## src/sv/ddo_pkg.sv

```systemverilog
package ddo_pkg;

    // Multiplier request: operands are signed, the product is rounded half
    // away from zero after a right shift of 31 (sh31 high) or 16 (sh31 low).
    typedef struct packed {
        logic               start;
        logic signed [63:0] a;
        logic signed [33:0] b;
        logic               sh31;
    } mul_req_t;

    // Divider request: rounded quotient of num by a nonzero heading step.
    typedef struct packed {
        logic               start;
        logic signed [63:0] num;
        logic signed [15:0] den;
    } div_req_t;

    // Sine and cosine request for one binary angle.
    typedef struct packed {
        logic               start;
        logic signed [15:0] angle;
    } cor_req_t;

    localparam logic [31:0]        COUNT_SCALE_RESET = 32'd7360950;
    localparam logic signed [32:0] CORDIC_GAIN       = 33'sd652032874;
    localparam logic signed [33:0] KPI               = 34'sd683565276;
    localparam logic signed [47:0] Q48_MAX           = 48'sh7FFF_FFFF_FFFF;
    localparam logic signed [47:0] Q48_MIN           = 48'sh8000_0000_0000;
    localparam logic signed [49:0] STEP_LIM          = 50'sh1_0000_0000_0000;

    // Arctangent of 2^-i in units where 2^31 equals pi.
    function automatic logic [31:0] atan_at(input logic [4:0] i);
        logic [31:0] v;
        case (i)
            5'd0:    v = 32'd536870912;
            5'd1:    v = 32'd316933406;
            5'd2:    v = 32'd167458907;
            5'd3:    v = 32'd85004756;
            5'd4:    v = 32'd42667331;
            5'd5:    v = 32'd21354465;
            5'd6:    v = 32'd10679838;
            5'd7:    v = 32'd5340245;
            5'd8:    v = 32'd2670163;
            5'd9:    v = 32'd1335087;
            5'd10:   v = 32'd667544;
            5'd11:   v = 32'd333772;
            5'd12:   v = 32'd166886;
            5'd13:   v = 32'd83443;
            5'd14:   v = 32'd41721;
            5'd15:   v = 32'd20860;
            5'd16:   v = 32'd10430;
            5'd17:   v = 32'd5215;
            5'd18:   v = 32'd2607;
            5'd19:   v = 32'd1303;
            5'd20:   v = 32'd651;
            5'd21:   v = 32'd325;
            5'd22:   v = 32'd162;
            5'd23:   v = 32'd81;
            5'd24:   v = 32'd40;
            5'd25:   v = 32'd20;
            5'd26:   v = 32'd10;
            5'd27:   v = 32'd5;
            5'd28:   v = 32'd2;
            5'd29:   v = 32'd1;
            default: v = 32'd0;
        endcase
        return v;
    endfunction

    // Limits one position step to plus or minus 2^48.
    function automatic logic signed [49:0] clamp_step(input logic signed [63:0] v);
        logic signed [49:0] r;
        if (v > 64'(STEP_LIM))
            r = STEP_LIM;
        else if (v < -64'(STEP_LIM))
            r = -STEP_LIM;
        else
            r = v[49:0];
        return r;
    endfunction

    // Saturates to the signed 48-bit range.
    function automatic logic signed [47:0] sat48(input logic signed [50:0] v);
        logic signed [47:0] r;
        if (v > 51'(Q48_MAX))
            r = Q48_MAX;
        else if (v < 51'(Q48_MIN))
            r = Q48_MIN;
        else
            r = v[47:0];
        return r;
    endfunction

endpackage

```

## src/sv/ddo_div.sv

```systemverilog
module ddo_div (
    input  logic               clk,
    input  logic               rst_n,
    input  ddo_pkg::div_req_t  req,
    output logic               done,
    output logic signed [63:0] res
);

    typedef enum logic {D_IDLE, D_RUN} dstate_t;

    dstate_t            state_reg;
    logic [63:0]        n_reg;
    logic [63:0]        q_reg;
    logic [15:0]        rem_reg;
    logic [15:0]        d_reg;
    logic               neg_reg;
    logic [5:0]         cnt_reg;
    logic               done_reg;
    logic signed [63:0] res_reg;

    logic [63:0] n_mag;
    logic [16:0] d_mag;
    logic [16:0] rem_sh;
    logic        fits;
    logic [16:0] rem_sub;
    logic [63:0] q_new;

    always_comb
    begin
        n_mag   = req.num[63] ? 64'(-req.num) : 64'(req.num);
        d_mag   = req.den[15] ? 17'(-17'(req.den)) : 17'(req.den);
        rem_sh  = {rem_reg, n_reg[63]};
        fits    = rem_sh >= {1'b0, d_reg};
        rem_sub = rem_sh - {1'b0, d_reg};
        q_new   = {q_reg[62:0], fits};
    end

    always_ff @(posedge clk or negedge rst_n)
    begin
        if (!rst_n) begin
            state_reg <= D_IDLE;
            done_reg  <= 1'b0;
        end else begin
            done_reg <= 1'b0;
            unique case (state_reg)
                D_IDLE:
                begin
                    if (req.start) begin
                        n_reg     <= n_mag + 64'(d_mag[16:1]);
                        d_reg     <= d_mag[15:0];
                        neg_reg   <= req.num[63] ^ req.den[15];
                        rem_reg   <= 16'd0;
                        q_reg     <= 64'd0;
                        cnt_reg   <= 6'd0;
                        state_reg <= D_RUN;
                    end
                end
                D_RUN:
                begin
                    n_reg   <= {n_reg[62:0], 1'b0};
                    rem_reg <= fits ? rem_sub[15:0] : rem_sh[15:0];
                    q_reg   <= q_new;
                    cnt_reg <= cnt_reg + 6'd1;
                    if (cnt_reg == 6'd63) begin
                        res_reg   <= neg_reg ? -$signed(q_new) : $signed(q_new);
                        done_reg  <= 1'b1;
                        state_reg <= D_IDLE;
                    end
                end
                default: state_reg <= D_IDLE;
            endcase
        end
    end

    assign done = done_reg;
    assign res  = res_reg;

endmodule

```

## config.mk

```make
export PLATFORM = sky130hd
export DESIGN_NAME = ddo_div
export DESIGN_NICKNAME = d
export VERILOG_FILES = /design/src/sv/ddo_pkg.sv /design/src/sv/ddo_div.sv
export SDC_FILE = /design/constraint.sdc
export NUM_CORES = 1
export LEC_CHECK = 0
export ABC_AREA = 1
export BUFFER_PORTS_ARGS = -buffer_cell sky130_fd_sc_hd__buf_2
export CAP_MARGIN = 15
export CELL_PAD_IN_SITES_DETAIL_PLACEMENT = 1
export CELL_PAD_IN_SITES_GLOBAL_PLACEMENT = 2
export CORE_MARGIN = 3
export CORE_UTILIZATION = 32
export DETAILED_ROUTE_END_ITERATION = 16
export PLACE_DENSITY = 0.83
export SKIP_CTS_REPAIR_TIMING = 1
export SLEW_MARGIN = 10
export SYNTH_ARGS = -nofsm -noshare
export SYNTH_HDL_FRONTEND = slang
export SYNTH_SLANG_ARGS = --single-unit
```

## constraint.sdc

```tcl
create_clock -name clk -period 8.6 [get_ports clk]
set_clock_uncertainty 0.05 [all_clocks]
set_input_delay 1.29 -clock clk [delete_from_list [all_inputs] [get_ports clk]]
set_output_delay 1.29 -clock clk [all_outputs]
set_load 0.005 [all_outputs]
```

Yosys cells after proc, flatten, opt, wreduce, memory -nomap -nowiden

Cells that the tools add are included.

Register bits: 232
Latch bits: 0
Bits in writable memories: 0
Bits in read-only memories: 0
Input port bits: 83
Output and inout bits: 65
Logic and storage cells: 40
Memories: 0

Add/sub/neg operators: 6
Multiply operators: 0
Divide/modulo/power cells: 0
Magnitude comparators: 1
Equality and inequality tests: 2
Shift operators: 0
Muxes and demuxes: 17
Bitwise gates (word level): 2
Reductions and logical operators: 3

Operators with widths:

| operator                                                       | count |
|---|---|
| 64-bit two-way mux                                             | 3 |
| 64-bit negator                                                 | 2 |
| 64-bit case mux with 2 select lines                            | 1 |
| 63-bit case mux with 2 select lines                            | 1 |
| 64-bit by 16-bit adder with 64-bit output                      | 1 |
| 63-bit two-way mux                                             | 1 |
| 16-bit two-way mux                                             | 2 |
| 16-bit case mux with 2 select lines                            | 1 |
| 17-bit by 16-bit >= comparator with 1-bit output               | 1 |
| 17-bit two-way mux                                             | 1 |
| 16-bit negator with 17-bit output                              | 1 |
| 16-bit subtractor                                              | 1 |
| 6-bit case mux with 2 select lines                             | 1 |
| 6-bit by 1-bit adder with 6-bit output (second input constant) | 1 |
| 6-bit == test (second input constant)                          | 1 |
| 6-bit two-way mux                                              | 1 |
| 3-bit AND reduction                                            | 2 |
| 1-bit two-way mux                                              | 4 |
| 2-bit != test (second input constant)                          | 1 |
| 1-bit case mux with 2 select lines                             | 1 |
| 2-bit AND reduction                                            | 1 |
| 1-bit NOT                                                      | 1 |
| 1-bit bitwise XOR                                              | 1 |

Depth between registers and ports, before layout

Gate-level depths: netlist of the first run.

Depth in word-level cells: 5
Depth in mapped cells: 29
Gate-level depth less buffers: 29

Worst setup path after synthesis of the first run

Ideal clock, no wire load.

Path type: input-to-reg
From: input port req[80] (netlist bit)
To: register cnt_reg[0] (enable)
Setup time: 0.707 ns
Arrival: 8.534 ns
Required time: 7.843 ns
Setup slack: -0.691 ns
Stages: 2
Buffers on the path: 0
Cells stage by stage: inv_1 a21oi_1

Longest elaborated chain between the ends: 2

RTL lines:

| element                       | RTL line      | RTL |
|---|---|---|
| start: declaration            | ddo_div.sv:4  | `input ddo_pkg::div_req_t req,` |
| 2-bit != test (no line)       | --            |  |
| 2-bit AND reduction (no line) | --            |  |
| end signal: assignment        | ddo_div.sv:63 | `cnt_reg <= cnt_reg + 6'd1;` |
| end: declaration              | ddo_div.sv:17 | `logic [5:0] cnt_reg;` |

No other way between the ends.
A chain may end at the register's enable or synchronous reset.

Worst setup path in the final report of the first run

From: register d_reg[14]
To: register res_reg[62] (netlist: res[62]) (data pin)

Longest elaborated chain between the ends: 3

RTL lines:

| element                                          | RTL line      | RTL |
|---|---|---|
| start: declaration                               | ddo_div.sv:15 | `logic [15:0] d_reg;` |
| start signal: assignment                         | ddo_div.sv:50 | `d_reg <= d_mag[15:0];` |
| 17-bit by 16-bit >= comparator with 1-bit output | ddo_div.sv:33 | `fits = rem_sh >= {1'b0, d_reg};` |
| 64-bit negator                                   | ddo_div.sv:65 | `res_reg <= neg_reg ? -$signed(q_new) : $signed(q_new);` |
| 64-bit two-way mux                               | ddo_div.sv:65 |  |
| end signal: assignment                           | ddo_div.sv:65 |  |
| end: declaration                                 | ddo_div.sv:19 | `logic signed [63:0] res_reg;` |

No other way between the ends.

==> results of run 1 <==
==> cells in the final DEF (no fill, tap or decap), types with 10 or more instances in the layout <==
cell type	n
nor2_1	270
xor2_1	77
xnor2_1	47
clkbuf_16	25
or2_2	10
o21ai_1	12
nand3_1	163
nand4_1	41
a21oi_1	48
inv_1	278
edfxtp_1	230
nand2_4	10
nor4_1	19
nand3_2	11
buf_2	147
nand2_1	620
ha_1	36
o21ai_0	73
nand3b_1	15
nand2_2	45
nor2_2	23
nor2_4	13
nor3_1	23
==> through the flow <==
stage               total power, mW  hold WS, ps
floorplan                      2.11          441
global placement               2.32          453
detailed placement             2.36          458
CTS                            3.53          468
global route                   3.70          476
finish                         3.50          476
==> report_power, final <==
part           leakage, nW  switching [mW]  total [mW]  internal (mW)
sequential            2.21          0.0750        1.48           1.41
clock                0.412           0.469        1.15          0.685
combinational         5.63           0.558       0.861          0.303
==> worst paths after layout <==
path / endpoint / slack [ps]
worst min-delay path: n_reg[50] / 480
worst max register to register: res[62] / 3230
worst min register to register: n_reg[50] / 480
worst max-delay path: res[62] / 3230
min in group asynchronous: state_reg / 500
max in group asynchronous: state_reg / 7890
==> routing by layer <==
layer / track usage [%] / vias to the layer above
li1: - / 7333
met3: 1.33 / 53
met5: 0 / -
met2: 33.0 / 236
met1: 25.2 / 7118
met4: 3.79 / 0
==> layout make-up <==
type / instances / area share (%)
clock buffer: 27 / 3.35
timing repair buffer: 156 / 4.26
clock inverter: 18 / 1.22
tap: 672 / 4.45
sequential: 232 / 36.9
inverter: 288 / 5.73
multi-input combinational: 1611 / 44.1
==> logic make-up (layout without fill, tap and decap cells) <==
logic type	Yosys count	in the layout	share of synthesized area, %
buf+inv	331	489	7.67
flops	232	232	42.1
other cells	1	1	0.0227
fa+ha+maj	38	38	2.97
compound gates	171	171	5.81
simple gates	1277	1277	34.9
xor+xnor	124	124	6.57
==> synth_stat cells, types with 3 or more instances <==
cell / number / share of area, %
nor2_4: 13 / 0.89
nand2_4: 10 / 0.68
ha_1: 36 / 2.7
nor2_1: 270 / 6.1
nand2_2: 45 / 1.7
o21ai_2: 4 / 0.21
nand2_1: 620 / 14
inv_1: 278 / 6.3
a21oi_2: 3 / 0.16
nor3_1: 25 / 0.76
nand3_1: 163 / 4.9
clkbuf_1: 29 / 0.66
inv_2: 9 / 0.20
nor2_8: 3 / 0.36
o21ai_0: 73 / 2.2
nor2_2: 23 / 0.87
a31oi_1: 4 / 0.15
nand3_2: 11 / 0.67
o21ai_1: 12 / 0.36
edfxtp_1: 230 / 42
xnor2_1: 47 / 2.5
a21o_1: 7 / 0.32
nor4_1: 19 / 0.72
o21bai_1: 7 / 0.32
a211oi_1: 4 / 0.18
buf_2: 9 / 0.27
or2_2: 10 / 0.38
nand3b_1: 15 / 0.68
nand4_1: 41 / 1.6
xor2_1: 77 / 4.1
a21oi_1: 49 / 1.5
==> critical path: stages, from the launching register on <==
cell and delay, ps:
edfxtp_1 420, inv_1 90, ha_1 270, a21oi_1 200, nor2_1 70, nor4_1 640
nand2_1 850, inv_2 370, ha_1 220, inv_1 50, nor3_1 190, nand2_1 110
nor2_1 150, nand2_1 90, nor2_1 130, nand4_1 190, nor2_1 190, nor2_1 100
a21oi_2 220, nand2_1 110, nor2_1 180, nand2_1 90, xor2_1 150
==> summary.md, run 1 <==
| Metric | Value |
|---|---|
| Headroom to the max-slew limit | 27.4% |
| Crit Path Category | register to register |
| Initial DRC count | 691 |
| PwrDens | 185 mW/mm^2 |
| Final antenna-violating net count | 0 |
| Arrival time at the worst endpoint | 5610 ps |
| Final wirelength | 51,300 um |
| Core Util, Final | 37.3% |
| Die ar. | 0.0544 sq mm |
| Initial Util | 32.7% |
| GRT Overall Usage | 18.7% |
| Largest net degree at the start of global routing | 97 |
| Register area share after synthesis | 42.1% |
| Met2 routed WL | 24,600 um |
| Syn nets | 2,295 |
| Ys flop type | edfxtp_1 |
| PortBufs | 147 |
| DP Wirelength | 40,700 um |
| H-tree Lvls | 1 |
| Crit path capture type | register |
| Final Hold Fails | 0 |
| Fill cell count | 6,298 |
| Synth cell types | 52 |
| R2r startpoint | d_reg[14] |
| Fin nets | 2,435 |
| R2R depth | 22 |
| RSZ-0062 raised after global routing | no |
| Routed vias | 14.7k |
| TritonCTS Buffers | 25 |
| Final slew viol count | 0 |
| Critical path fanouts, max | 34 |
| Hold wc startpoint | n_reg[49] |
| Post-Syn Area | 0.0165 sq mm |
| Setup TNS | 0 ps |
| Worst vdd ir | 122 uV |
| Setup crit start | d_reg[14] |
| Hold Crit Class | register to register |
| Status | finished clean |
| Leakage power | 8.26 nW |
| DR WL met3 | 1590 um |
| DR pass1 iterations | 4 |
| Period minus WS final | 5370 ps |
| Yosys warning count | 0 |
| Gate count of the mapped netlist | 2,174 |
| CTS tree | yes |
| Post-layout instance area | 0.0189 sq mm |
| Wire length of the first global-routing pass | 81,900 um |
| Routed len/inst | 17.1 um |
| WL met1 | 24,200 um |
| Clk_lat worst skew | 540 ps |
| FF+latch count, synth | 232 |
| Final period util | 62.4% |
| Critical Path RT | 8840 ps |
| Horiz. Die Dim | 233 um |
| Vias in the first global route | 15.2k |
| Total gr overflow | 0 |
| Multi-input gate area | 0.00833 sq mm |
| CORE AREA | 0.0506 sq mm |
| GP Congestion | 0.860 |
| Die Y | 233 um |
| # DRC | 0 |
| DR vias/cell | 4.91 |
| Max clock buf depth | 3 |
| Mapped Avg Cell Area | 7.60 sq um |
| Antenna violations before repair | 0 |
| Least-Margin Pin Slew | 1090 ps |
| Setup WS post-layout | 3230 ps |
| EDFF count, synth | 230 |
| Hold depth | 2 |
| Register area | 0.00696 sq mm |
| Area delta synth->final | 14.2% |
| Pre-CTS WS | 3180 ps |
| Max-Cap Viols | 0 |
| Top layer in use | met4 |
| Endpoints failing setup | 0 |
| IO Count | 148 |
| Share of synthesized registers carrying an async set or reset | 0.862% |
| ANT cells | 0 |
| Clock sink count | 232 |
| Final Non-Filler Cells | 3,004 |
| Worst-path clk slew | 70 ps |
| Share of cells above drive strength 1 | 14.3% |
| Root Driver | clkbuf_16 |
| Area after DPL | 0.0180 sq mm |
| Placed cells | 2,959 |
| Row count | 82 |
| F_max | 0.186 GHz |
| Worst setup SP type | register |
Power figures use the tool's default switching activity.
==> run 2: changes to the inputs <==
Settings changed: ABC_AREA 1 to 0, CORE_UTILIZATION 32 to 35.
Clock period 8.6 ns to 4.5 ns, I/O delays scaled along.
==> summary.md, run 2 <==
| Metric | Value |
|---|---|
| Die Y | 212 um (-9.2%) |
| Antenna violations before repair | 1 (+1) |
| Gate count of the mapped netlist | 1,460 (-33%) |
| H-tree Lvls | 1 (unchanged) |
| Area delta synth->final | 30.1% |
| Fin nets | 1,922 (-21%) |
| Post-Syn Area | 0.0148 sq mm (-10%) |
| R2R depth | 22 (unchanged) |
| Reg2reg setup slack | -580 ps (-3810 ps) |
| FF+latch count, synth | 232 (unchanged) |
| Hold wc startpoint | req[0] |
| Largest net degree at the start of global routing | 150 (+55%) |
| Critical path fanouts, max | 4 (-88%) |
| Register area share after synthesis | 46.9% (+4.8 points) |
| Slowest CP cell | or4_4 |
| Period minus WS final | 5080 ps (-293 ps) |
| R2r startpoint | d_reg[1] |
| Area contributors post-synth | edfxtp_1 47%, xnor2_1 8.4%, nand2_1 4.2% |
| DR pass1 iterations | 4 (unchanged) |
| Root Driver | clkbuf_16 |
| Setup TNS | -4670 ps (-4670 ps) |
| Yosys warning count | 0 (unchanged) |
| TritonCTS Buffers | 26 (+4.0%) |
| PortBufs | 147 (unchanged) |
| Leakage power | 7.31 nW (-11%) |
| Routed len/inst | 18.5 um (+8.4%) |
| Max clock buf depth | 3 (unchanged) |
| Max-Cap Viols | 0 (unchanged) |
| Syn nets | 1,581 (-31%) |
| Largest stage delay, worst path | 520 ps (-330 ps) |
| Worst vdd ir | 266 uV (+120%) |
| Share of synthesized registers carrying an async set or reset | 0.862% (unchanged) |
| Final slew viol count | 0 (unchanged) |
| Die ar. | 0.0449 sq mm (-18%) |
| Ys flop type | edfxtp_1 |
| Final period util | 113% (+50 points) |
| Headroom to the max-slew limit | 34.2% (+6.8 points) |
| Share of cells above drive strength 1 | 30.1% (+16 points) |
| ANT cells | 0 (unchanged) |
| Initial Util | 35.9% (+3.2 points) |
| Hold Crit Class | input port to register |
| Final Hold Fails | 0 (unchanged) |
| Synth top area share | 46.5% (+4.8 points) |
| PwrDens | 380 mW/mm^2 (+110%) |
| RSZ-0062 raised after global routing | yes |
| Wire length of the first global-routing pass | 68,500 um (-16%) |
| Yosys top cell by area | edfxtp_1 |
| Worst path cell trace | inv_2, ha_4, nor2b_4, o21ai_2, a21boi_2, o21ai_2, a21boi_2, o21ai_2, a21oi_2, nand2b_4, clkinv_8, ha_4, or4b_4, nand2b_4, nand2b_4, or4_4, or3_4, or2_1, or3_4, o41a_1, a21oi_2, xnor2_1 |
| Post-layout instance area | 0.0193 sq mm (+2.3%) |
| CP bufs+invs | 2 (-1) |
| Arrival time at the worst endpoint | 5300 ps (-310 ps) |
| Horiz. Die Dim | 212 um (-9.2%) |
| Crit Path Category | register to register |
| Area after DPL | 0.0177 sq mm (-1.8%) |
| F_max | 0.197 GHz (+5.8%) |
| Cell with the most instances after synthesis | edfxtp_1 |
| GRT Overall Usage | 18.5% (-0.16 points) |
| Routed vias | 12.5k (-15%) |
| Mapped Avg Cell Area | 10.2 sq um (+34%) |
| Status | finished with violations |
| Critical Path RT | 4720 ps (-4120 ps) |
| DP Wirelength | 32,200 um (-21%) |
| CTS tree | yes |
| Clock sink count | 232 (unchanged) |
| Final Power | 7.34 mW (+110%) |
| Failing checks | setup timing |
| IO Count | 148 (unchanged) |
| Hold Path Sink | d_reg[0] |
| Synth cell types | 79 (+52%) |
| WHS | 409 ps (-66.7 ps) |
| Worst setup SP type | register |
| Hold depth | 2 (unchanged) |
| Crit path capture type | register |
| CORE AREA | 0.0414 sq mm (-18%) |
| Vias in the first global route | 13.1k (-14%) |
| Final wirelength | 43,500 um (-15%) |
| Final antenna-violating net count | 0 (unchanged) |
| Initial DRC count | 476 (-31%) |
| Worst-path clk slew | 60 ps (about the same) |
| Total gr overflow | 0 (unchanged) |
| # DRC | 0 (unchanged) |
| Endpoints failing setup | 17 (+17) |
| Crit path max-delay family | simple AND/OR/NAND/NOR gates |
| Clk_lat worst skew | 520 ps (-20 ps) |
| EDFF count, synth | 230 (unchanged) |
| Commonest non-fill, non-tap cells in the layout | 230 x edfxtp_1, 230 x buf_4, 155 x nand2_1 |
| Synth cell count leaders | 230 x edfxtp_1, 165 x nand2_1, 143 x xnor2_1 |
| DR vias/cell | 5.29 (+7.9%) |
| Row count | 74 (-9.8%) |
| Reg-to-Reg End | res[62] |
| Least-Margin Pin Slew | 986 ps (-99.6 ps) |
| Setup WS post-layout | -576 ps (-3810 ps) |
| GP Congestion | 0.840 (-2.3%) |
run 2: cell types whose count changed in the layout (fill, tap and decap cells not counted), sizes merged, moves of 32 or more:
cell	delta
and2	+64
buf	+227
inv	-253
nand2	-510
nand3	-134
nor2	-246
o31ai	+41
or3	+32
xnor2	+96
run 2: area by class of cell:
cell class / count / area, sq um
well taps: 532 / 666
clock inverters: 18 / 258
flip-flops and latches: 232 / 6960
clock buffers: 30 / 687
fillers: 4553 / 22100
multi-input cells: 1121 / 8020
repair buffers: 384 / 2560
inverters: 36 / 153
run 2: power by group:
part | switching (mW) | total [mW] | internal (mW) | leakage, nW
combinational | 1.13 | 2.16 | 1.03 | 4.64
sequential | 0.152 | 2.85 | 2.70 | 2.21
clock | 0.889 | 2.33 | 1.44 | 0.455
total | 2.17 | 7.34 | 5.17 | 7.31
run 2: worst reg2reg max path: cells and delay by family, from the launching register on:
family	cells	cell delay, ps
compound gates	8	1250
xor+xnor	1	80
fa+ha+maj	2	310
buf+inv	2	150
flops	1	420
simple gates	9	2560
run 2: metrics by stage:
stage	worst slack (ps)	utilization [%]	cells
6_report	-576	46.6	2353
3_5_place_dp	-747	42.7	2286
2_1_floorplan	-856	-	1460
5_1_grt	-737	46.6	2353
3_3_place_gp	-617	42.7	2286
4_1_cts	-754	45.0	2334
run 2: cells by family (layout without fill, tap and decap cells):
group                      count (synthesis)  after routing  synth area share, %
muxes                                      2              2                0.152
buffers and inverters                    107            468                 2.93
and+or+nand+nor                          566            566                 21.5
AOI/OAI and AO/OA                        318            318                 13.7
adders and majority gates                 38             38                 3.31
DFF                                      232            232                 46.9
xor gates and xnor gates                 196            196                 11.6
other                                      1              1               0.0253
run 2: worst max-delay path by stage:
stage | startpoint | endpoint | slack, ps | cells past startpoint
floorplan | d_reg[1] | res[62] | -860 | 25
global placement | d_reg[1] | res[62] | -620 | 22
detailed placement | d_reg[1] | res[62] | -750 | 22
CTS | d_reg[1] | res[62] | -750 | 22
global route | d_reg[1] | res[62] | -740 | 22
finish | d_reg[1] | res[62] | -580 | 22
run 2: per-layer routing:
layer | wire (um) | vias to the layer above | global-route usage [%] | share of wire [%]
met5 | 0 | - | 0 | 0
met4 | 864 | 0 | 3.93 | 2.0
met3 | 1320 | 55 | 1.72 | 3.0
met2 | 22100 | 209 | 33.7 | 51
met1 | 19300 | 6109 | 24.0 | 44
li1 | - | 6083 | - | -
