`config.mk`:
```
export PLATFORM = sky130hd
export DESIGN_NAME = ddo_cordic
export DESIGN_NICKNAME = d
export VERILOG_FILES = /design/src/sv/ddo_pkg.sv /design/src/sv/ddo_cordic.sv
export SDC_FILE = /design/constraint.sdc
export NUM_CORES = 1
export LEC_CHECK = 0
export BUFFER_PORTS_ARGS = -buffer_cell sky130_fd_sc_hd__buf_2
export CORE_ASPECT_RATIO = 0.9
export CORE_MARGIN = 3
export CORE_UTILIZATION = 35
export CTS_BUF_LIST = sky130_fd_sc_hd__clkbuf_4 sky130_fd_sc_hd__clkbuf_8 sky130_fd_sc_hd__clkbuf_16
export DETAILED_ROUTE_END_ITERATION = 16
export PLACE_DENSITY_LB_ADDON = 0.2
export SLEW_MARGIN = 25
export SYNTH_ARGS = -nofsm -noshare
export SYNTH_HDL_FRONTEND = slang
export SYNTH_SLANG_ARGS = --single-unit
```
`constraint.sdc`:
```
create_clock -name clk -period 8.7 [get_ports clk]
set_input_delay 1.74 -clock clk [delete_from_list [all_inputs] [get_ports clk]]
set_output_delay 1.74 -clock clk [all_outputs]
set_load 0.02 [all_outputs]
```
`src/sv/ddo_pkg.sv`:
```
package ddo_pkg;

    // Multiplier request: operands are signed, the product is rounded half
    // away from zero after a right shift of 31 (sh31 high) or 16 (sh31 low).
    typedef struct packed {
        logic               start;
        logic signed [63:0] a;
        logic signed [33:0] b;
        logic               sh31;
    } mul_req_t;

    // Divider request: rounded quotient of num by a nonzero heading step.
    typedef struct packed {
        logic               start;
        logic signed [63:0] num;
        logic signed [15:0] den;
    } div_req_t;

    // Sine and cosine request for one binary angle.
    typedef struct packed {
        logic               start;
        logic signed [15:0] angle;
    } cor_req_t;

    localparam logic [31:0]        COUNT_SCALE_RESET = 32'd7360950;
    localparam logic signed [32:0] CORDIC_GAIN       = 33'sd652032874;
    localparam logic signed [33:0] KPI               = 34'sd683565276;
    localparam logic signed [47:0] Q48_MAX           = 48'sh7FFF_FFFF_FFFF;
    localparam logic signed [47:0] Q48_MIN           = 48'sh8000_0000_0000;
    localparam logic signed [49:0] STEP_LIM          = 50'sh1_0000_0000_0000;

    // Arctangent of 2^-i in units where 2^31 equals pi.
    function automatic logic [31:0] atan_at(input logic [4:0] i);
        logic [31:0] v;
        case (i)
            5'd0:    v = 32'd536870912;
            5'd1:    v = 32'd316933406;
            5'd2:    v = 32'd167458907;
            5'd3:    v = 32'd85004756;
            5'd4:    v = 32'd42667331;
            5'd5:    v = 32'd21354465;
            5'd6:    v = 32'd10679838;
            5'd7:    v = 32'd5340245;
            5'd8:    v = 32'd2670163;
            5'd9:    v = 32'd1335087;
            5'd10:   v = 32'd667544;
            5'd11:   v = 32'd333772;
            5'd12:   v = 32'd166886;
            5'd13:   v = 32'd83443;
            5'd14:   v = 32'd41721;
            5'd15:   v = 32'd20860;
            5'd16:   v = 32'd10430;
            5'd17:   v = 32'd5215;
            5'd18:   v = 32'd2607;
            5'd19:   v = 32'd1303;
            5'd20:   v = 32'd651;
            5'd21:   v = 32'd325;
            5'd22:   v = 32'd162;
            5'd23:   v = 32'd81;
            5'd24:   v = 32'd40;
            5'd25:   v = 32'd20;
            5'd26:   v = 32'd10;
            5'd27:   v = 32'd5;
            5'd28:   v = 32'd2;
            5'd29:   v = 32'd1;
            default: v = 32'd0;
        endcase
        return v;
    endfunction

    // Limits one position step to plus or minus 2^48.
    function automatic logic signed [49:0] clamp_step(input logic signed [63:0] v);
        logic signed [49:0] r;
        if (v > 64'(STEP_LIM))
            r = STEP_LIM;
        else if (v < -64'(STEP_LIM))
            r = -STEP_LIM;
        else
            r = v[49:0];
        return r;
    endfunction

    // Saturates to the signed 48-bit range.
    function automatic logic signed [47:0] sat48(input logic signed [50:0] v);
        logic signed [47:0] r;
        if (v > 51'(Q48_MAX))
            r = Q48_MAX;
        else if (v < 51'(Q48_MIN))
            r = Q48_MIN;
        else
            r = v[47:0];
        return r;
    endfunction

endpackage

```
`src/sv/ddo_cordic.sv`:
```
module ddo_cordic #(
    parameter int STEPS = 16
) (
    input  logic               clk,
    input  logic               rst_n,
    input  ddo_pkg::cor_req_t  req,
    output logic               done,
    output logic signed [32:0] sin_val,
    output logic signed [32:0] cos_val
);

    localparam int CW = (STEPS > 1) ? $clog2(STEPS) : 1;

    typedef enum logic {C_IDLE, C_RUN} cstate_t;

    cstate_t            state_reg;
    logic signed [32:0] x_reg;
    logic signed [32:0] y_reg;
    logic signed [33:0] z_reg;
    logic               flip_reg;
    logic [CW-1:0]      cnt_reg;
    logic               done_reg;
    logic signed [32:0] sin_reg;
    logic signed [32:0] cos_reg;

    logic signed [33:0] z0;
    logic signed [33:0] z_init;
    logic               flip_init;
    logic signed [32:0] xs;
    logic signed [32:0] ys;
    logic signed [32:0] x_new;
    logic signed [32:0] y_new;
    logic signed [33:0] z_new;
    logic signed [33:0] ang;

    always_comb
    begin
        z0 = {{2{req.angle[15]}}, req.angle, 16'd0};
        if (z0 > 34'sd1073741824) begin
            z_init    = z0 - 34'sd2147483648;
            flip_init = 1'b1;
        end else if (z0 < -34'sd1073741824) begin
            z_init    = z0 + 34'sd2147483648;
            flip_init = 1'b1;
        end else begin
            z_init    = z0;
            flip_init = 1'b0;
        end
        xs  = x_reg >>> cnt_reg;
        ys  = y_reg >>> cnt_reg;
        ang = $signed({2'b00, ddo_pkg::atan_at(5'(cnt_reg))});
        if (!z_reg[33]) begin
            x_new = x_reg - ys;
            y_new = y_reg + xs;
            z_new = z_reg - ang;
        end else begin
            x_new = x_reg + ys;
            y_new = y_reg - xs;
            z_new = z_reg + ang;
        end
    end

    always_ff @(posedge clk or negedge rst_n)
    begin
        if (!rst_n) begin
            state_reg <= C_IDLE;
            done_reg  <= 1'b0;
        end else begin
            done_reg <= 1'b0;
            unique case (state_reg)
                C_IDLE:
                begin
                    if (req.start) begin
                        x_reg     <= ddo_pkg::CORDIC_GAIN;
                        y_reg     <= 33'sd0;
                        z_reg     <= z_init;
                        flip_reg  <= flip_init;
                        cnt_reg   <= '0;
                        state_reg <= C_RUN;
                    end
                end
                C_RUN:
                begin
                    x_reg   <= x_new;
                    y_reg   <= y_new;
                    z_reg   <= z_new;
                    cnt_reg <= cnt_reg + 1'b1;
                    if (cnt_reg == CW'(STEPS - 1)) begin
                        cos_reg   <= flip_reg ? -x_new : x_new;
                        sin_reg   <= flip_reg ? -y_new : y_new;
                        done_reg  <= 1'b1;
                        state_reg <= C_IDLE;
                    end
                end
                default: state_reg <= C_IDLE;
            endcase
        end
    end

    assign done    = done_reg;
    assign sin_val = sin_reg;
    assign cos_val = cos_reg;

endmodule

```
After elaboration in Yosys (flattened, before gate mapping):

Memories as Yosys holds them, arrays and structs flattened. A register that Yosys moved wholly into a read port is not among the register bits.
Index checks and enable logic that the tools add are counted.

* output and inout port bits: 67
* ROM bits: 480
* bits in registers: 173
* memories: 1
* bits of input ports: 19
* logic and storage cells: 53

Memory list
* (name not given): depth 16, bits a word 30, rd ports 1, clocked after memory_dff 1, wr ports 0, line ddo_pkg.sv:35 `case (i)`

* add/subtract/negate cells: 11
* eq/ne operators: 2
* reductions and logical operators: 3
* bitwise logic cells: 1
* mux-type cells: 22
* order comparisons: 2
* shifts and indexed selects: 2

Operator list (number)
* $mux W33: 6
* $mux W34: 4
* $pmux W33 S2: 2
* $pmux W34 S2: 1
* $add A33 B33 Y33: 2
* $neg A33 Y33: 2
* $sshr A33 B4 Y33: 2
* $sub A33 B33 Y33: 2
* $add A32 B33 Y34 const B: 1
* $add A34 B33 Y34: 1
* $sub A32 B33 Y34 const B: 1
* $sub A34 B33 Y34: 1
* $gt A32 B32 Y1 const B: 1
* $lt A32 B31 Y1 const B: 1
* $mux W4: 2
* $pmux W4 S2: 1
* $reduce_and A3 Y1: 2
* $mux W1: 5
* $add A4 B1 Y4 const B: 1
* $eq A4 B4 Y1 const B: 1
* $ne A2 B2 Y1 const B: 1
* $pmux W1 S2: 1
* $reduce_and A2 Y1: 1
* $not A1 Y1: 1

Depth between registers and ports, before layout:

Gate-level depths: netlist (run 1).

* depth in word-level cells: 5
* mapped depth: 30

Worst setup path before layout (run 1):

Ideal clock, no wire load.

* path kind: register -> register
* from: register cnt_reg[0]
* to: register sin_reg[31], in the netlist sin_val[31] (data pin)
* data arrival time: 6085 ps
* library setup time: 266 ps
* cell stages (with the launch flop): 26
* path slack: 2349 ps
* cell sequence: edfxtp_1 buf_6 buf_12 buf_12 buf_6 buf_6 mux4_2 mux2_2 a21oi_1 ha_1 inv_1 nor3b_4 and2_2 nor2_1 xor2_1 ha_1 nand3_1 a2111oi_0 nor2_1 o21ai_0 xor2_1 or3_1 nor4b_1 nand4_1 o41ai_1 xnor2_1

* cells in the longest elaborated chain, start to end: 5
* elaborated cells on any way between the ends: 6
* classes of those cells: add/sub: 3; shift: 1; mux: 2

Ends and longest elaborated chain
* start: declaration: line ddo_cordic.sv:21 `logic [CW-1:0] cnt_reg;`
* start signal: assignment: line ddo_cordic.sv:87 `cnt_reg <= cnt_reg + 1'b1;`
* $sshr A33 B4 Y33 *: line ddo_cordic.sv:49 `xs = x_reg >>> cnt_reg;`
* $add A33 B33 Y33 / $sub A33 B33 Y33 (equally long branches): line ddo_cordic.sv:54, ddo_cordic.sv:58
* $mux W33 *: line ddo_cordic.sv:52 `if (!z_reg[33]) begin`
* $neg A33 Y33: line ddo_cordic.sv:90 `sin_reg <= flip_reg ? -y_new : y_new;`
* $mux W33 *: line ddo_cordic.sv:90
* end signal: assignment: line ddo_cordic.sv:90
* end: declaration: line ddo_cordic.sv:23 `logic signed [32:0] sin_reg;`

Every way passes the cells marked *; elsewhere a longest branch is shown, timed or not.
A chain may end at the register's enable or synchronous reset.

Final worst setup path (run 1):

* from: register cnt_reg[3]
* to: register sin_reg[32], in the netlist sin_val[32] (data pin)

The elaborated chain is that of the path after synthesis.

==> results of run 1 <==
-- final cells by class --
cell class	count	area [µm²]
Inverter	60	230.2
Clock inverter	12	132.6
Tap cell	747	934.6
Multi-Input combinational cell	1721	12950
Clock buffer	33	752.0
Sequential cell	203	5787
Timing Repair Buffer	114	695.7
Fill cell	5482	33350
-- critical path, cell delays in order, from the launching register on --
cell	delay, ps
edfxtp_1	670
buf_4	320
mux2_2	390
mux2_2	280
mux4_2	510
or3_4	430
nor2_1	190
and3_1	270
a21oi_1	100
xor2_1	180
ha_1	380
nand3_1	200
a2111oi_1	740
nor2_1	120
o21ai_0	370
xor2_1	180
or3_1	430
nor4b_1	370
nand4_1	420
o41ai_1	590
xnor2_1	110
-- synth_stat cells (all sizes together) (5+ instances only) --
cell	instances	share of area
a2111oi	6	0.0036
a211o	5	0.0022
a211oi	18	0.0069
a21boi	5	0.0021
a21o	51	0.020
a21oi	168	0.043
a31o	5	0.0022
a31oi	41	0.013
and2	59	0.019
and3	21	0.0068
and4	8	0.0038
buf	38	0.013
clkbuf	65	0.018
dfxtp	30	0.031
edfxtp	171	0.26
ha	115	0.074
inv	59	0.011
mux2	37	0.021
mux2i	40	0.020
mux4	82	0.097
nand2	197	0.038
nand2b	25	0.0080
nand3	40	0.010
nand4	9	0.0029
nor2	174	0.033
nor2b	16	0.0051
nor3	56	0.015
nor4	18	0.0065
o211ai	11	0.0042
o21a	13	0.0050
o21ai	126	0.032
o21bai	5	0.0019
o221ai	8	0.0036
o31ai	23	0.0088
o41ai	8	0.0036
or2	13	0.0042
or3	18	0.0060
xnor2	143	0.064
xor2	95	0.043
-- layer usage --
layer | vias up | global-route usage
met4 | 0 | 0.03563
met3 | 71 | 0.02330
met5 | - | 0
met2 | 497 | 0.3002
li1 | 7876 | -
met1 | 7981 | 0.2796
-- path summary, 6_finish.rpt --
path                                  from  slack [ps]     endpoint  depth (start not counted)
worst max-delay path            cnt_reg[3]        1170  sin_val[32]                         20
max in group asynchronous            rst_n        7520    state_reg                          1
worst max register to register  cnt_reg[3]        1170  sin_val[32]                         20
worst min-delay path              x_reg[0]         640   cos_val[0]                          1
worst min register to register    x_reg[0]         640   cos_val[0]                          1
min in group asynchronous            rst_n        1000         done                          1
-- through the flow --
| step | setup slack (ps) | instances | util | instance area, µm² | hold slack [ps] |
|---|---|---|---|---|---|
| 6_report | 1166 | 2890 | 0.3917 | 21480 | 642.3 |
| 5_1_grt | 702.9 | 2890 | 0.3917 | 21480 | 658.2 |
| 3_5_place_dp | 1235 | 2844 | 0.3752 | 20570 | 627.4 |
| 4_1_cts | 1152 | 2889 | 0.3913 | 21460 | 641.2 |
| 2_1_floorplan | 2349 | 2087 | - | 19560 | 568.1 |
| 3_3_place_gp | 1154 | 2842 | 0.3747 | 20540 | 635.1 |
-- cell families (layout without fill, tap and decap cells) --
group	count (synthesis)	after routing
adder cells (fa/ha/maj)	118	118
AO/OA/AOI/OAI	533	533
flip-flops	203	203
multiplexers	159	159
buffers and inverters	163	219
AND/OR/NAND/NOR	673	673
XOR/XNOR	238	238
==> metrics.yaml, run 1 <==
synth_top_family_by_area: "compound AO/OA/AOI/OAI gates"
coreArea_mm2: 0.05483
syn_to_final_growth_pct: 9.813
yosys.area_share.simple: 0.1682
numClockSinks: 203
dr.max_layer_used: "met4"
final_common_cell: "nand2_1"
synth.avg_cell_area_um2: 9.372
slew_viol_final: 0
overflow: 0
cts-htree-levels: 1
max_freq_mhz: 132.7
grt_usage: 0.1899
via_count: 16430
syn_inst: 2087
synth_compound_area_frac: 0.1712
drt_iter0_drc: 1342
n_antenna_cell: 0
postCtsHoldBufs: 0
cts_resized: 0
antenna_found_initial: 0
setup_viol: 0
cts_buffer_depth: 3
drc: 0
synth_seq_area_share: 0.2958
grt_max_degree: 68
io_buffers: 85
synth_cell_types: 90
wl_met1_mm: 27.24
ioPinCount: 86
die-area_mm2: 0.05876
muxShareOfSynthArea: 0.1389
initial_utilization: 0.3567
async_reset_ff_frac: 0.009852
rsz0062_at_grt: "false"
drive_gt1_frac: 0.1405
synth-edff-count: 171
ant_nets: 0
cts_buffers: 25
grt_pass1_vias: 15710
hold_path.class: "reg -> reg"
critical_path_class: "reg -> reg"
first_pass_iters: 7
cp-start-kind: "register"
status: "completed"
maxCapViolCount: 0
tightest_slew_ps: 1085
wl_mm: 56.91
synth-adder-area-share: 0.07664
maxSlewHeadroom: 0.2754
cts_tree: "yes"
wl_met2_mm: 25.54
clkLatencyLatePin_ps: 580
fp.dieH_um: 230.3
synth.ff_latch_count: 203
post_cts_buffers: 0
fin_tns_setup_ps: 0
min_period_ps: 7534
final_cell_mix: "nand2_1 (197), nor2_1 (174), edfxtp_1 (171)"
hpwl_mm: 42.52
crit_path_max_fanout: 13
avgViaCountPerCell: 5.683
required_ps: 9010
synth_top_flop_cell: "edfxtp_1"
yosysWarningCount: 0
clkTransAtPathRegs_ps: 70
hold_viol_final: 0
syn_nets: 2224
clock_skew_ps: 20.22
nets: 2262
die_w_um: 255.2
largest_register_ffs: 34
period_share: 0.8659
synth-xor-area-share: 0.1066
synth_area_mm2: 0.01956
cp-end-kind: "register"
wl_met3_mm: 2.992
place.gp.congestion: 0.9088
cts_root_buf: "clkbuf_16"
row_count: 81
wire_per_inst_um: 19.69
cp.arrival_ps: 7840
grt_first_pass_wirelength_mm: 89.62
Power of run 1 is not shown: default switching activity piles up to over one toggle a cycle in this logic, so the estimate is an artifact.
==> inputs of run 2 (changes only) <==
--- a/config.mk
+++ b/config.mk
@@ -12,6 +12,7 @@
 export CTS_BUF_LIST = sky130_fd_sc_hd__clkbuf_4 sky130_fd_sc_hd__clkbuf_8 sky130_fd_sc_hd__clkbuf_16
 export DETAILED_ROUTE_END_ITERATION = 16
 export PLACE_DENSITY_LB_ADDON = 0.2
+export REMOVE_ABC_BUFFERS = 1
 export SLEW_MARGIN = 25
 export SYNTH_ARGS = -nofsm -noshare
 export SYNTH_HDL_FRONTEND = slang
==> run 2 against run 1 <==
Effect of this change:
- fmax down 0.82%
- critical path type unchanged
- hold slack worse by 45 ps
- critical path depth up 1
- cell count down 0.17%
- cell area down 0.33%
==> metrics.yaml, run 2 (synthesis gave the netlist of run 1 again) <==
clkLatencyLatePin_ps: 590  # was 580 ps
tightest_slew_ps: 954.6  # was 1085 ps
largest_register_ffs: 34  # unchanged
critical_path_class: "reg -> reg"  # unchanged
via_count: 16220  # was 16430
reg2reg_depth: 21  # was 20
wl_mm: 55.03  # was 56.91 mm
ant_nets: 0  # unchanged
wire_per_inst_um: 19.07  # was 19.69 µm
cts_buffer_depth: 3  # unchanged
slew_viol_final: 0  # unchanged
clock_skew_ps: 46.85  # was 20.22 ps
grt_pass1_vias: 16170  # was 15710
final_cell_mix: "nand2_1 (197), nor2_1 (174), edfxtp_1 (171)"  # unchanged
die-area_mm2: 0.05876  # unchanged
clkTransAtPathRegs_ps: 80  # was 70 ps
hold_path.class: "reg -> reg"  # unchanged
max_freq_mhz: 131.7  # was 132.7 MHz
grt_first_pass_wirelength_mm: 88.45  # was 89.62 mm
maxCapViolCount: 0  # unchanged
postCtsHoldBufs: 0  # unchanged
drive_gt1_frac: 0.1384  # was 0.1405
status: "completed"  # unchanged
min_period_ps: 7596  # was 7534 ps
crit_path_max_fanout: 41  # was 13
cts_root_buf: "clkbuf_16"  # unchanged
first_pass_iters: 5  # was 7
setup_viol: 0  # unchanged
hold_path_depth: 1  # unchanged
grt_max_degree: 96  # was 68
final_common_cell: "nand2_1"  # unchanged
whs_ps: 597.5  # was 642.3 ps
required_ps: 8990  # was 9010 ps
hold_viol_final: 0  # unchanged
rsz0062_at_grt: "false"  # unchanged
n_antenna_cell: 0  # unchanged
cp-end-kind: "register"  # unchanged
fp.dieH_um: 230.3  # unchanged
cts_tree: "yes"  # unchanged
die_w_um: 255.2  # unchanged
io_buffers: 85  # unchanged
drt_iter0_drc: 1050  # was 1342
drc: 0  # unchanged
place.gp.congestion: 0.8966  # was 0.9088
initial_utilization: 0.3567  # unchanged
period_share: 0.8731  # was 0.8659
grt_usage: 0.1859  # was 0.1899
cts_resized: 0  # unchanged
post_cts_buffers: 0  # unchanged
hpwl_mm: 40.20  # was 42.52 mm
avgViaCountPerCell: 5.620  # was 5.683
cts-htree-levels: 1  # unchanged
numClockSinks: 203  # unchanged
coreArea_mm2: 0.05483  # unchanged
nets: 2255  # was 2262
ioPinCount: 86  # unchanged
row_count: 81  # unchanged
antenna_found_initial: 0  # unchanged
cts_buffers: 26  # was 25
cp.arrival_ps: 7880  # was 7840 ps
syn_to_final_growth_pct: 9.449  # was 9.813%
maxSlewHeadroom: 0.3636  # was 0.2754
cp-start-kind: "register"  # unchanged
fin_tns_setup_ps: 0  # unchanged
overflow: 0  # unchanged
## run 2: cell types whose count changed in the layout (fill, tap and decap cells not counted), moves of 2 or more
| cell | delta |
|---|---|
| buf_4 | -5 |
| buf_8 | -2 |
| clkbuf_16 | +4 |
| clkbuf_4 | +2 |
| clkbuf_8 | -5 |
| inv_4 | +4 |
| inv_6 | -2 |
## run 2: layout make-up
| class | count | area, µm² |
|---|---|---|
| flip-flops and latches | 203 | 5787 |
| clock buffers | 34 | 798.3 |
| multi-input cells | 1721 | 12940 |
| fillers | 5493 | 33420 |
| clock inverters | 14 | 106.4 |
| inverters | 60 | 227.7 |
| well taps | 747 | 934.6 |
| repair buffers | 106 | 608.1 |
## run 2: per-layer routing
layer  up-vias  share of wire  track usage  wire [µm]
li1       7847              -            -          -
met1      7845           0.44       0.2464      24410
met2       426           0.48       0.3171      26410
met3        97          0.046      0.02251       2509
met4         0          0.031      0.05468       1698
met5         -              0            0          0
## run 2: critical path, stage by stage, from the launching register on
cell,delay [ps]
edfxtp_1,660
buf_4,510
inv_1,530
mux2_2,440
a21oi_1,270
ha_1,220
inv_1,80
nor3b_4,290
and2_2,240
nor2_1,50
xor2_1,170
ha_1,390
nand3_1,240
a2111oi_0,710
nor2_1,110
o21ai_0,370
xor2_1,180
or3_1,440
nor4b_1,340
nand4_1,400
o41ai_1,510
xnor2_1,110
## run 2: metrics by stage
stage / std cells / instance area [µm²] / setup slack [ps] / utilization
after global routing: 2885 / 21410 / 397.6 / 0.3904
final: 2885 / 21410 / 1104 / 0.3904
after global placement: 2837 / 20500 / 1514 / 0.3739
after CTS: 2885 / 21410 / 1221 / 0.3904
after floorplan: 1984 / 18950 / 24.65 / -
after detailed placement: 2837 / 20500 / 1282 / 0.3739
## run 2: worst paths after layout
kind                                 start          end  slack (ps)
worst max-delay path            cnt_reg[3]  sin_val[32]        1100
worst min-delay path              x_reg[0]   cos_val[0]         600
worst max register to register  cnt_reg[3]  sin_val[32]        1100
worst min register to register    x_reg[0]   cos_val[0]         600
max in group asynchronous            rst_n    state_reg        7520
min in group asynchronous            rst_n    state_reg        1010
Power of run 2 is left out for the same reason.
==> inputs of run 3 (changes only) <==
--- a/config.mk
+++ b/config.mk
@@ -5,6 +5,7 @@
 export SDC_FILE = /design/constraint.sdc
 export NUM_CORES = 1
 export LEC_CHECK = 0
+export ABC_AREA = 1
 export BUFFER_PORTS_ARGS = -buffer_cell sky130_fd_sc_hd__buf_2
 export CORE_ASPECT_RATIO = 0.9
 export CORE_MARGIN = 3
==> constraint.sdc (replaced) <==
create_clock -name clk -period 8.7 [get_ports clk]
set_input_delay 0 -clock clk [delete_from_list [all_inputs] [get_ports clk]]
set_output_delay 0 -clock clk [all_outputs]
set_load 0.02 [all_outputs]
==> run 3 against run 2 <==
Effect of this change:
- register-to-register slack improved by 1700 ps
- worst setup slack improved by 1700 ps
- clock skew decreased by 32 ps
- sequential cell count unchanged
- synthesized area increased by 12%
- utilization increased by 0.31 points
- clock-buffer cell count increased by 13
- cell area increased by 13%
- critical path type unchanged
- highest routed layer unchanged
==> metrics.yaml, run 3 <==
status: "completed"  # unchanged
drive_gt1_frac: 0.07426  # was 0.1384
via_count: 22190  # was 16220
nets: 3724  # was 2255
cts_resized: 0  # unchanged
crit_path_max_fanout: 60  # was 41
maxSlewHeadroom: 0.3195  # was 0.3636
rsz0062_at_grt: "false"  # unchanged
drt_iter0_drc: 2046  # was 1050
clkTransAtPathRegs_ps: 60  # was 80 ps
synth_area_leaders: "edfxtp_1 (23%), nand2_1 (21%), nand3_1 (8.4%)"  # was edfxtp_1 (26%), mux4_2 (7.8%), ha_1 (7.4%)
largest_register_ffs: 34  # unchanged
slowest_delay_ps: 870  # was 710 ps
final_cell_mix: "nand2_1 (1197), inv_1 (447), nor2_1 (375)"  # was nand2_1 (197), nor2_1 (174), edfxtp_1 (171)
place.gp.congestion: 0.9242  # was 0.8966
synth.avg_cell_area_um2: 6.208  # was 9.372 µm²
wire_per_inst_um: 16.03  # was 19.07 µm
cts_buffers: 28  # was 26
synth_seq_area_share: 0.2642  # was 0.2958
synth_top_family_by_area: "simple AND/OR/NAND/NOR gates"  # was compound AO/OA/AOI/OAI gates
async_reset_ff_frac: 0.009852  # unchanged
final_common_cell: "nand2_1"  # unchanged
cts_buffer_depth: 3  # unchanged
first_pass_iters: 6  # was 5
synth_top_flop_cell: "edfxtp_1"  # unchanged
synth-adder-area-share: 0.06846  # was 0.07664
numClockSinks: 203  # unchanged
cp.arrival_ps: 6220  # was 7880 ps
tightest_slew_ps: 1018  # was 954.6 ps
die_w_um: 269.7  # was 255.2 µm
r2r-end: "cos_val[27]"  # was sin_val[32]
fp.dieH_um: 243.3  # was 230.3 µm
maxCapViolCount: 0  # unchanged
antenna_found_initial: 0  # unchanged
drc: 0  # unchanged
syn_inst: 3527  # was 2087
synth_compound_area_frac: 0.09291  # was 0.1712
cp_slowest_cell: "nor3b_1"  # was a2111oi_0
design_area_mm2: 0.02422  # was 0.02141 mm²
grt_pass1_vias: 20470  # was 16170
hold_viol_final: 0  # unchanged
fin_util: 0.3935  # was 0.3904
grt_first_pass_wirelength_mm: 113.1  # was 88.45 mm
max_freq_mhz: 169.4  # was 131.7 MHz
cp-start-kind: "register"  # unchanged
wl_mm: 71.28  # was 55.03 mm
critPathMostFrequentCell: "nand2_1"
n_fill_cell: 6815  # was 5493
avgViaCountPerCell: 4.993  # was 5.620
reg2reg_depth: 29  # was 21
grt_usage: 0.2126  # was 0.1859
yosysMostFrequentCell: "nand2_1"  # unchanged
row_count: 86  # was 81
required_ps: 9020  # was 8990 ps
postPlaceCellArea_mm2: 0.02305  # was 0.02050 mm²
cts_tree: "yes"  # unchanged
synth-edff-count: 171  # unchanged
synth_area_mm2: 0.02190  # was 0.01956 mm²
synth_top_area_cell: "edfxtp_1"  # unchanged
startpoint: "cnt_reg[1]"  # was cnt_reg[3]
synth_top_area_share: 0.2345  # was 0.2625
ioPinCount: 86  # unchanged
grt_max_degree: 85  # was 96
coreArea_mm2: 0.06155  # was 0.05483 mm²
period_share: 0.6785  # was 0.8731
slew_viol_final: 0  # unchanged
r2r_start: "cnt_reg[1]"  # was cnt_reg[3]
initial_utilization: 0.3557  # was 0.3567
cts-htree-levels: 1  # unchanged
overflow: 0  # unchanged
cp-end-kind: "register"  # unchanged
yosys.area_share.simple: 0.4185  # was 0.1682
clock_skew_ps: 14.82  # was 46.85 ps
setup_viol: 0  # unchanged
cts_root_buf: "clkbuf_16"  # unchanged
setup_slack_ps: 2797  # was 1104 ps
ff2ff_setup_slack_ps: 2800  # was 1100 ps
post-place-ws_ps: 2967  # was 1282 ps
io_buffers: 85  # unchanged
whs_ps: 279.5  # was 597.5 ps
clkLatencyLatePin_ps: 570  # was 590 ps
synth_cell_types: 55  # was 90
synth.ff_latch_count: 203  # unchanged
ant_nets: 0  # unchanged
muxShareOfSynthArea: 0  # was 0.1389
ys_top_cells_by_count: "nand2_1 (1197), inv_1 (450), nor2_1 (375), nand3_1 (369), edfxtp_1 (171)"  # was nand2_1 (197), nor2_1 (174), edfxtp_1 (171), a21oi_1 (168), xnor2_1 (143)
n_antenna_cell: 0  # unchanged
die-area_mm2: 0.06560  # was 0.05876 mm²
yosysWarningCount: 0  # unchanged
syn_to_final_growth_pct: 10.61  # was 9.449%
hpwl_mm: 56.48  # was 40.20 mm
hold_path.class: "in -> reg"  # was reg -> reg
critPathCapture: "cos_val[27]"  # was sin_val[32]
critical_path_class: "reg -> reg"  # unchanged
min_period_ps: 5903  # was 7596 ps
synth-xor-area-share: 0.05474  # was 0.1066
-- run 3: cell types whose count changed after synthesis, moves of 48 or more --
cell     previous run  this run
inv_1              58       450
nand3_1            40       369
nand2_1           197      1197
xnor2_1           143        29
mux4_2             68         0
and2_1             56         8
nor2_1            174       375
-- run 3: per-layer routing --
layer | routed length, µm | vias to the layer above | GRT usage
met5 | 0 | - | 0
met2 | 30890 | 574 | 0.3361
met3 | 4134 | 81 | 0.02078
li1 | - | 11550 | -
met1 | 34750 | 9989 | 0.3117
met4 | 1507 | 0 | 0.05008
-- run 3: cells by family (layout without fill, tap and decap cells) --
group	count (synthesis)	after routing
flops	203	203
fa+ha+maj	118	118
buf+inv	556	638
compound gates	356	356
xor+xnor	136	136
simple gates	2158	2158
-- run 3: stage by stage --
step / TNS (ps) / std cells
2_1_floorplan: -41760 / 3433
3_3_place_gp: 0 / 4374
3_5_place_dp: 0 / 4374
4_1_cts: 0 / 4445
5_1_grt: 0 / 4445
6_report: 0 / 4445
-- run 3: layout make-up --
cell class | count | area [µm²] | share of cell area
timing repair buffer | 124 | 765.7 | 0.03162
clock inverter | 5 | 28.78 | 0.001188
tap | 836 | 1046 | 0.04319
multi-input combinational | 2768 | 13910 | 0.5744
clock buffer | 47 | 944.7 | 0.03900
inverter | 462 | 1735 | 0.07165
sequential | 203 | 5787 | 0.2389
-- run 3: worst min-delay path by stage --
stage,startpoint,end,slack (ps),depth (start not counted)
5_1_grt,req[6],z_reg[22],300,4
3_3_place_gp,rst_n,done,-180,1
2_1_floorplan,rst_n,done,-300,0
6_report,req[6],z_reg[22],280,4
3_5_place_dp,rst_n,done,-170,1
4_1_cts,req[6],z_reg[22],230,4
-- run 3: worst max-delay path, delay by kind of cell (launching register included) --
| kind | cells | cell delay, ps |
|---|---|---|
| DFF | 1 | 360 |
| and+or+nand+nor | 20 | 3410 |
| AOI/OAI and AO/OA | 1 | 190 |
| xor gates and xnor gates | 1 | 170 |
| adders and majority gates | 2 | 560 |
| buffers and inverters | 5 | 930 |
-- run 3: timing repair --
action / in CTS / in global routing
setup buffers: 0 / 0
endpoints found under the hold margin: 23 / 0
hold buffers: 19 / 0
Power of run 3 is left out for the same reason.
